File: config.mk
export PLATFORM = sky130hd
export DESIGN_NAME = five_point_smoothing_filter_core
export DESIGN_NICKNAME = d
export VERILOG_FILES = /design/src/rtl/core/fpsf_pkg.sv /design/src/rtl/core/fpsf_cell.sv /design/src/rtl/core/fpsf_seq.sv /design/src/rtl/core/fpsf_round.sv /design/src/rtl/core/five_point_smoothing_filter_core.sv
export VERILOG_INCLUDE_DIRS = /design/src /design/src/rtl/core
export SDC_FILE = /design/constraint.sdc
export NUM_CORES = 2
export LEC_CHECK = 0
export BUFFER_PORTS_ARGS = -buffer_cell sky130_fd_sc_hd__buf_2
export CAP_MARGIN = 30
export CORE_ASPECT_RATIO = 1.4
export CORE_MARGIN = 5
export CORE_UTILIZATION = 45
export DETAILED_ROUTE_END_ITERATION = 6
export GPL_TIMING_DRIVEN = 0
export HOLD_SLACK_MARGIN = 0.03
export SLEW_MARGIN = 25
export SYNTH_ARGS = -nofsm -noshare
export SYNTH_HDL_FRONTEND = slang
export SYNTH_SLANG_ARGS = --single-unit
File: constraint.sdc
create_clock -name clk -period 10.35 [get_ports clk]
set_input_delay 1.035 -clock clk [delete_from_list [all_inputs] [get_ports clk]]
set_output_delay 1.035 -clock clk [all_outputs]
set_load 0.005 [all_outputs]
File: src/rtl/core/five_point_smoothing_filter_core_assert.svh
// ----------------------------------------------------------------------------
// Five-point smoothing filter: assertion macros
// Concurrent checks on clk, disabled while arst_n is low.
// ----------------------------------------------------------------------------
`ifndef FIVE_POINT_SMOOTHING_FILTER_CORE_ASSERT_SVH
`define FIVE_POINT_SMOOTHING_FILTER_CORE_ASSERT_SVH

// Same-cycle implication.
`define FPSF_ASSERT_NOW(label, ante, cons) \
	label: assert property (@(posedge clk) disable iff (!arst_n) (ante) |-> (cons)) \
		else $error("fpsf: same-cycle check failed");

// Next-cycle implication.
`define FPSF_ASSERT_NEXT(label, ante, cons) \
	label: assert property (@(posedge clk) disable iff (!arst_n) (ante) |=> (cons)) \
		else $error("fpsf: next-cycle check failed");

`endif

File: src/rtl/core/fpsf_pkg.sv
// ----------------------------------------------------------------------------
// fpsf_pkg
// Types, tap table and arithmetic constants shared by the smoothing filter.
// ----------------------------------------------------------------------------
package fpsf_pkg;

	localparam int SAMPLE_WIDTH = 16;
	localparam int NUM_CELLS    = 5;
	localparam int COEF_W       = 8;
	// Tap products and their sum: |sum| <= 84 * 2^(SAMPLE_WIDTH-1)
	localparam int NUM_W        = SAMPLE_WIDTH + COEF_W;
	// Rounded magnitude before the divide, below 2^(SAMPLE_WIDTH+6)
	localparam int MAG_W        = SAMPLE_WIDTH + 6;
	localparam int RECIP_W      = MAG_W - 5;
	localparam int PROD_W       = MAG_W + RECIP_W;
	localparam int CUR_W        = 3;
	localparam int SEEN_W       = 3;

	localparam int DIVISOR  = 35;
	localparam int HALF_35  = 17;
	localparam int HALF_70  = 35;
	localparam logic [RECIP_W-1:0] RECIP_35 = RECIP_W'((64'd1 << MAG_W) / 64'd35);

	localparam logic [SEEN_W-1:0] SEEN_WINDOW = SEEN_W'(4);
	localparam logic [SEEN_W-1:0] SEEN_FULL   = SEEN_W'(5);

	// Result positions of a smoothing burst, oldest to newest
	localparam logic [CUR_W-1:0] POS_EDGE0 = CUR_W'(0);
	localparam logic [CUR_W-1:0] POS_EDGE1 = CUR_W'(1);
	localparam logic [CUR_W-1:0] POS_MID   = CUR_W'(2);
	localparam logic [CUR_W-1:0] POS_EDGE3 = CUR_W'(3);
	localparam logic [CUR_W-1:0] POS_EDGE4 = CUR_W'(4);
	localparam logic [CUR_W-1:0] CELL_NEWEST = CUR_W'(NUM_CELLS - 1);

	typedef logic signed [SAMPLE_WIDTH-1:0] sample_t;
	typedef logic signed [COEF_W-1:0]       coef_t;
	typedef logic signed [NUM_W-1:0]        num_t;

	localparam sample_t SAMPLE_MAX = sample_t'({1'b0, {(SAMPLE_WIDTH-1){1'b1}}});
	localparam sample_t SAMPLE_MIN = sample_t'({1'b1, {(SAMPLE_WIDTH-1){1'b0}}});
	localparam logic [MAG_W-1:0] MAG_POS_MAX = MAG_W'((64'd1 << (SAMPLE_WIDTH-1)) - 64'd1);
	localparam logic [MAG_W-1:0] MAG_NEG_MAX = MAG_W'(64'd1 << (SAMPLE_WIDTH-1));

	typedef enum logic [1:0] {
		DEN_ONE,
		DEN_35,
		DEN_70
	} den_t;

	typedef struct packed {
		logic valid;
		den_t den;
		logic eob;
	} ctrl_t;

	typedef struct packed {
		logic             busy;
		logic             pass;
		logic [CUR_W-1:0] cursor;
		logic             eob;
	} issue_t;

	// Rows: burst position; columns: cell 0 (oldest) to cell 4 (newest)
	localparam coef_t TAPS [NUM_CELLS][NUM_CELLS] = '{
		'{coef_t'(69), coef_t'(4),  coef_t'(-6), coef_t'(4),  coef_t'(-1)},
		'{coef_t'(2),  coef_t'(27), coef_t'(12), coef_t'(-8), coef_t'(2)},
		'{coef_t'(-3), coef_t'(12), coef_t'(17), coef_t'(12), coef_t'(-3)},
		'{coef_t'(2),  coef_t'(-8), coef_t'(12), coef_t'(27), coef_t'(2)},
		'{coef_t'(-1), coef_t'(4),  coef_t'(-6), coef_t'(4),  coef_t'(69)}
	};

	function automatic coef_t tap_coef(logic pass, logic [CUR_W-1:0] cursor,
			logic [CUR_W-1:0] cell_idx);
		coef_t c;
		c = '0;
		if (pass) begin
			if (cursor == cell_idx) c = coef_t'(1);
		end else if (cursor <= POS_EDGE4 && cell_idx <= CELL_NEWEST) begin
			c = TAPS[cursor][cell_idx];
		end
		return c;
	endfunction

	function automatic den_t den_of(logic pass, logic [CUR_W-1:0] cursor);
		den_t d;
		if (pass) d = DEN_ONE;
		else if (cursor == POS_EDGE0 || cursor == POS_EDGE4) d = DEN_70;
		else d = DEN_35;
		return d;
	endfunction

endpackage

File: src/rtl/core/fpsf_cell.sv
// ----------------------------------------------------------------------------
// fpsf_cell
// One window cell: holds a sample, passes it on, forms its tap product.
// ----------------------------------------------------------------------------
module fpsf_cell (
	input  logic             clk,
	input  logic             arst_n,
	input  logic             shift_en,
	input  logic             adv,
	input  fpsf_pkg::sample_t sample_in,
	input  fpsf_pkg::coef_t   coef,
	output fpsf_pkg::sample_t held,
	output fpsf_pkg::num_t    prod
);
	import fpsf_pkg::*;

	sample_t held_q;
	num_t    prod_s1;

	// take the newer neighbor's sample (the input sample at the head cell) on every accepted transfer
	always_ff @(posedge clk or negedge arst_n) begin
		if (!arst_n) begin
			held_q <= '0;
		end else if (shift_en) begin
			held_q <= sample_in;
		end
	end

	always_ff @(posedge clk) begin
		if (adv) begin
			prod_s1 <= num_t'(coef) * num_t'(held_q);
		end
	end

	assign held = held_q;
	assign prod = prod_s1;

endmodule

File: src/rtl/core/fpsf_seq.sv
// ----------------------------------------------------------------------------
// fpsf_seq
// Block position counter and result burst sequencer.
// ----------------------------------------------------------------------------
`include "five_point_smoothing_filter_core_assert.svh"

module fpsf_seq (
	input  logic             clk,
	input  logic             arst_n,
	input  logic             in_valid,
	input  logic             last,
	input  logic             adv,
	output logic             in_stall,
	output logic             shift_en,
	output fpsf_pkg::issue_t issue
);
	import fpsf_pkg::*;

	logic              busy_q;
	logic              pass_q;
	logic              last_q;
	logic [CUR_W-1:0]  cursor_q;
	logic [CUR_W-1:0]  stop_q;
	logic [SEEN_W-1:0] seen_q;
	logic              at_end;
	logic              accept;

	always_comb begin
		at_end   = (cursor_q == stop_q);
		in_stall = busy_q && !(at_end && adv);
		accept   = in_valid && !in_stall;
		shift_en = accept;
		issue.busy   = busy_q;
		issue.pass   = pass_q;
		issue.cursor = cursor_q;
		issue.eob    = at_end && last_q;
	end

	always_ff @(posedge clk or negedge arst_n) begin
		if (!arst_n) begin
			busy_q   <= 1'b0;
			pass_q   <= 1'b0;
			last_q   <= 1'b0;
			cursor_q <= '0;
			stop_q   <= '0;
			seen_q   <= '0;
		end else if (accept) begin
			last_q <= last;
			if (seen_q < SEEN_WINDOW) begin
				// short block: on the last sample, replay the held samples and the new one
				busy_q   <= last;
				pass_q   <= 1'b1;
				cursor_q <= CUR_W'(SEEN_WINDOW - seen_q);
				stop_q   <= CELL_NEWEST;
			end else begin
				busy_q   <= 1'b1;
				pass_q   <= 1'b0;
				cursor_q <= (seen_q == SEEN_WINDOW) ? POS_EDGE0 : POS_MID;
				stop_q   <= last ? POS_EDGE4 : POS_MID;
			end
			if (last) begin
				seen_q <= '0;
			end else if (seen_q < SEEN_FULL) begin
				seen_q <= seen_q + SEEN_W'(1);
			end
		end else if (busy_q && adv) begin
			if (at_end) begin
				busy_q <= 1'b0;
			end else begin
				cursor_q <= cursor_q + CUR_W'(1);
			end
		end
	end

	`FPSF_ASSERT_NOW(a_seen_range, 1'b1, seen_q <= SEEN_FULL)
	`FPSF_ASSERT_NOW(a_cursor_bound, busy_q, cursor_q <= stop_q)
	`FPSF_ASSERT_NEXT(a_last_bursts, accept && last, busy_q && seen_q == '0)
	`FPSF_ASSERT_NEXT(a_early_quiet, accept && !last && seen_q < SEEN_WINDOW, !busy_q)

endmodule

File: src/rtl/core/fpsf_round.sv
// ----------------------------------------------------------------------------
// fpsf_round
// Tap sum, round to nearest, divide by 35/70 or pass, saturate, output register
// ----------------------------------------------------------------------------
module fpsf_round (
	input  logic              clk,
	input  logic              arst_n,
	input  fpsf_pkg::ctrl_t   ctrl_in,
	input  fpsf_pkg::num_t    prod [fpsf_pkg::NUM_CELLS],
	input  logic              out_stall,
	output logic              adv,
	output logic              out_valid,
	output fpsf_pkg::sample_t smoothed,
	output logic              end_of_block
);
	import fpsf_pkg::*;

	ctrl_t ctrl_s1, ctrl_s2, ctrl_s3, ctrl_s4;
	num_t  num_s2;
	logic  neg_s3, neg_s4;
	logic [MAG_W-1:0]  x_s3, x_s4;
	logic [PROD_W-1:0] prod_s4;

	logic              out_valid_q;
	logic              eob_q;
	sample_t           smoothed_q;

	num_t              abs_v;
	logic [MAG_W-1:0]  half;
	logic [MAG_W-1:0]  mag;
	logic [MAG_W-1:0]  x_next;
	logic [RECIP_W-1:0] q_est;
	logic [MAG_W-1:0]  rem;
	logic [MAG_W-1:0]  qmag;
	logic [MAG_W-1:0]  qneg;
	sample_t           sat_v;

	assign adv = !out_valid_q || !out_stall;

	always_comb begin
		abs_v = num_s2[NUM_W-1] ? -num_s2 : num_s2;
		case (ctrl_s2.den)
			DEN_35:  half = MAG_W'(HALF_35);
			DEN_70:  half = MAG_W'(HALF_70);
			default: half = '0;
		endcase
		mag = abs_v[MAG_W-1:0] + half;
		// divide by 70 as halve, then divide by 35
		x_next = (ctrl_s2.den == DEN_70) ? (mag >> 1) : mag;
	end

	always_comb begin
		q_est = prod_s4[PROD_W-1:MAG_W];
		rem   = x_s4 - MAG_W'(q_est) * MAG_W'(DIVISOR);
		if (ctrl_s4.den == DEN_ONE) begin
			qmag = x_s4;
		end else if (rem >= MAG_W'(DIVISOR)) begin
			qmag = MAG_W'(q_est) + MAG_W'(1);
		end else begin
			qmag = MAG_W'(q_est);
		end
		qneg = -qmag;
		if (neg_s4) begin
			sat_v = (qmag > MAG_NEG_MAX) ? SAMPLE_MIN : sample_t'(qneg[SAMPLE_WIDTH-1:0]);
		end else begin
			sat_v = (qmag > MAG_POS_MAX) ? SAMPLE_MAX : sample_t'(qmag[SAMPLE_WIDTH-1:0]);
		end
	end

	always_ff @(posedge clk or negedge arst_n) begin
		if (!arst_n) begin
			ctrl_s1     <= '0;
			ctrl_s2     <= '0;
			ctrl_s3     <= '0;
			ctrl_s4     <= '0;
			out_valid_q <= 1'b0;
		end else if (adv) begin
			ctrl_s1     <= ctrl_in;
			ctrl_s2     <= ctrl_s1;
			ctrl_s3     <= ctrl_s2;
			ctrl_s4     <= ctrl_s3;
			out_valid_q <= ctrl_s4.valid;
		end
	end

	always_ff @(posedge clk) begin
		if (adv) begin
			num_s2     <= prod[0] + prod[1] + prod[2] + prod[3] + prod[4];
			neg_s3     <= num_s2[NUM_W-1];
			x_s3       <= x_next;
			neg_s4     <= neg_s3;
			x_s4       <= x_s3;
			prod_s4    <= PROD_W'(x_s3) * PROD_W'(RECIP_35);
			smoothed_q <= sat_v;
			eob_q      <= ctrl_s4.eob;
		end
	end

	assign out_valid    = out_valid_q;
	assign smoothed     = smoothed_q;
	assign end_of_block = eob_q;

endmodule

File: src/rtl/core/five_point_smoothing_filter_core.sv
// ----------------------------------------------------------------------------
// five_point_smoothing_filter_core
// Five-point quadratic least-squares smoothing of sample blocks.
// ----------------------------------------------------------------------------
//  channel | direction | handshake           | payload
//  --------+-----------+---------------------+---------------------------
//  input   | in        | in_valid / in_stall  | sample[15:0] signed, last
//  output  | out       | out_valid / out_stall| smoothed[15:0] signed,
//          |           |                      | end_of_block
//
//  One sample is taken per cycle while each sample yields at most one result
//  and the output is not stalled. A sample that yields k results holds
//  in_stall until the last one issues: the burst sequencer feeds the shared
//  rounding pipeline one result per cycle while it advances. Results pass the
//  product, tap-sum, rounding, reciprocal-product and output registers. Reset
//  clears the window cells to zero and the block position to its start. A
//  stalled valid output freezes the whole pipeline; the window never moves
//  under a stall unless the sample transfer itself completes.
// ----------------------------------------------------------------------------
module five_point_smoothing_filter_core (
	input  logic              clk,
	input  logic              arst_n,
	input  logic              in_valid,
	output logic              in_stall,
	input  fpsf_pkg::sample_t sample,
	input  logic              last,
	output logic              out_valid,
	input  logic              out_stall,
	output fpsf_pkg::sample_t smoothed,
	output logic              end_of_block
);
	import fpsf_pkg::*;

	logic    adv;
	logic    shift_en;
	issue_t  issue;
	ctrl_t   ctrl_in;

	sample_t held     [NUM_CELLS];
	sample_t shift_in [NUM_CELLS];
	coef_t   coef     [NUM_CELLS];
	num_t    prod     [NUM_CELLS];

	// Sequencer: tracks how far into the block we are and walks the results
	// that the last accepted sample owes, one per pipeline advance.
	fpsf_seq u_seq (
		.clk      (clk),
		.arst_n   (arst_n),
		.in_valid (in_valid),
		.last     (last),
		.adv      (adv),
		.in_stall (in_stall),
		.shift_en (shift_en),
		.issue    (issue)
	);

	// Window: cell 0 holds the oldest sample, cell 4 the newest. Each
	// transfer moves every sample one cell toward cell 0.
	for (genvar i = 0; i < NUM_CELLS; i++) begin : g_cell
		if (i == NUM_CELLS - 1) begin : g_head
			assign shift_in[i] = sample;
		end else begin : g_body
			assign shift_in[i] = held[i+1];
		end

		// tap for this cell at the current burst position
		assign coef[i] = tap_coef(issue.pass, issue.cursor, CUR_W'(i));

		fpsf_cell u_cell (
			.clk       (clk),
			.arst_n    (arst_n),
			.shift_en  (shift_en),
			.adv       (adv),
			.sample_in (shift_in[i]),
			.coef      (coef[i]),
			.held      (held[i]),
			.prod      (prod[i])
		);
	end

	// Divisor and block-end flag travel with each issued result.
	always_comb begin
		ctrl_in.valid = issue.busy;
		ctrl_in.den   = den_of(issue.pass, issue.cursor);
		ctrl_in.eob   = issue.eob;
	end

	// Sum, round, divide, saturate, then hold in the output register.
	fpsf_round u_round (
		.clk          (clk),
		.arst_n       (arst_n),
		.ctrl_in      (ctrl_in),
		.prod         (prod),
		.out_stall    (out_stall),
		.adv          (adv),
		.out_valid    (out_valid),
		.smoothed     (smoothed),
		.end_of_block (end_of_block)
	);

endmodule

==> reports/metrics.csv <==
metric,value,unit
synthArstFlopShare,32.6,%
fmax,0.105,GHz
register_area,9400,sq um
wl_met1,44.2,mm
clock-root-buffer,clkbuf_16,
cts_max_path_buffers,3,
relSlewSlack,29.4,%
rsz0062_at_grt,false,
yosysUniqueCellTypes,84,
fp.dieH,384,um
synthSimpleGateAreaFrac,14.4,%
slowest_delay,0.70,ns
wl_met2,63.5,mm
synth-xor-area-share,3.86,%
start_util,45.2,%
drtIter0Drc,1753,
antenna_found_initial,5,
post_cts.repair.setup_buffers,0,
slew_violations,0,
topRoutingLayerUsed,met5,
cts_resized,0,
yosysWarningCount,0,
drc,0,
postRouteWirelength,117,mm
routed-via-count,31100,
routedWlPerCell,19.4,um
tns,0,ns
ys_seq_area_share,20.9,%
cp-end-kind,flop,
critical_path_class,flop to flop,
status,finished clean,
track_usage,22.6,%
synth_fa_ha_area_share,44.5,%
syn_inst,4590,
clock_latency,0.60,ns
fin_crit_sh,91.8,%
routed_via_density,5.15,
ant_nets,0,
synth_nets,5788,
grt-ovfl-total,0,
ios,40,
ff2ff_setup_slack,0.85,ns
syn_area,45000,sq um
worstMarginPinSlew,1.06,ns
maxCapViolCount,0,
grt_pass1_wl,188,mm
dr_wl_met3,3.09,mm
setup_violations,0,
cp.arrival,9.82,ns
ys_ff_latch,331,
fin_area,48700,sq um
synth_compound_area_share,7.03,%
cts.sinks,331,
fill_cells,9226,
drive_above_1_share,3.85,%
coreArea,99600,sq um
reg2reg_to,g_cell[4].u_cell.prod[22],
placementRows,137,
min_period,9.50,ns
numCtsBuffers,41,
cts_max_level,2,
critPathMaxFanout,10,
synthMuxAreaShare,0.386,%
final_nets,5887,
cts_hold_buf,0,
dpl_cell_area,47200,sq um
r2r_cells,29,
grt_start_max_net_pins,77,
fin_cells,6042,
clock_skew,0.0316,ns
postSynthAreaPerCell,9.81,sq um
final-hold-violation-count,0,
area_delta_synth_final,8.08,%
drtPass1Iterations,5,
multi_input_area,31600,sq um
die_w,277,um
worst_hold_path_type,input pin to asynchronous set/reset pin,
r2r_start,u_seq.cursor_q[0],
antenna-diode-count,0,
fin_util,48.9,%
dp_hpwl,99.3,mm
port_buffers,39,
dp.cells,5966,
grt_pass1_vias,33500,
cp.required,10.67,ns
synth_flop_cell,edfxtp_1,
synth_top_family_by_area,adder cells,
worst_path_max_delay_cell,clkbuf_1,
synth_edf_count,223,
tritoncts,done,
die_area,107000,sq um
clk_pin_slew,0.07,ns
gp_congestion,0.909,
start_kind,flop,
## cell usage after synthesis, types with 102 or more instances
library cell	n	share of area (%)
xnor2_1	141	2.7
clkbuf_1	102	0.85
dfrtp_1	108	6.0
nor2_1	185	1.5
nand2_1	498	4.1
edfxtp_1	223	15
o21ai_0	114	1.3
ha_1	468	13
and2_1	253	3.5
fa_1	709	32
inv_1	957	8.0
a21oi_1	108	1.2
## routing by layer
| metal | track usage [%] | up-vias |
|---|---|---|
| met5 | 0 | - |
| met2 | 43.5 | 548 |
| met4 | 10.4 | 2 |
| li1 | - | 14700 |
| met1 | 25.3 | 15600 |
| met3 | 1.92 | 216 |
## layout make-up
class / instances / area share [%]
multi-input combinational: 3187 / 65.0
sequential: 331 / 19.3
inverter: 959 / 7.39
tap: 1320 / 3.39
clock buffer: 46 / 2.21
timing repair buffer: 56 / 1.01
buffer: 113 / 0.917
clock inverter: 30 / 0.776
## sequential cells by signal (all words and copies together), names as in the netlist, 2 cells and up
name and cells:
g_cell.u_cell.held 80, g_cell.u_cell.prod 120, u_round.ctrl_s1 4, u_round.ctrl_s2 4, u_round.ctrl_s3 4, u_round.ctrl_s4 4
u_round.num_s2 23, u_round.prod_s4 17, u_round.smoothed 16, u_round.x_s3 22, u_round.x_s4 22, u_seq.cursor_q 3
u_seq.seen_q 3, u_seq.stop_q 2
## how the worst max path moves through the flow
stage / startpoint / endpoint / slack, ns / depth (start not counted)
after CTS: u_seq.cursor_q[0] / g_cell[4].u_cell.prod[22] / 0.86 / 29
after detailed placement: u_seq.cursor_q[0] / g_cell[4].u_cell.prod[22] / 0.92 / 29
final: u_seq.cursor_q[0] / g_cell[4].u_cell.prod[22] / 0.85 / 29
after global placement: out_stall / u_round.ctrl_s1[2] / -3.44 / 6
after global routing: u_seq.cursor_q[0] / g_cell[4].u_cell.prod[22] / 0.11 / 29
after floorplan: out_stall / g_cell[0].u_cell.prod[0] / 2.19 / 3
## per-stage QoR
stage          hold slack (ns)  worst slack [ns]
4_1_cts                  0.287             0.857
2_1_floorplan            0.400              2.19
5_1_grt                  0.309             0.113
6_report                 0.305             0.851
3_5_place_dp             0.416             0.920
3_3_place_gp             0.405             -3.44
## cell families (layout without fill, tap and decap cells)
| family | after synthesis | in the layout |
|---|---|---|
| buffers and inverters | 1072 | 1204 |
| adders and majority gates | 1177 | 1177 |
| DFF | 331 | 331 |
| muxes | 17 | 17 |
| xor gates and xnor gates | 197 | 197 |
| and+or+nand+nor | 1314 | 1314 |
| AOI/OAI and AO/OA | 482 | 482 |
## cells in the final DEF (no fill, tap or decap), drive strengths merged, types with 62 or more instances in the layout
| cell type | n |
|---|---|
| and2 | 253 |
| clkbuf | 148 |
| o21ai | 115 |
| ha | 468 |
| dfrtp | 108 |
| and3 | 85 |
| buf | 67 |
| fa | 709 |
| a21oi | 109 |
| nand2 | 498 |
| inv | 961 |
| nor3 | 62 |
| nand2b | 69 |
| nor2 | 185 |
| xnor2 | 141 |
| edfxtp | 223 |
## worst max-delay path, delay by kind of cell (launching register included)
family          cells  cell delay, ns
buf+inv             7            2.17
fa+ha+maj           6            2.65
xor+xnor            1            0.11
compound gates     11            2.92
flops               1            0.42
simple gates        4            0.89
Power is not shown: default switching activity piles up to over one toggle a cycle in this logic, so the estimate is an artifact.
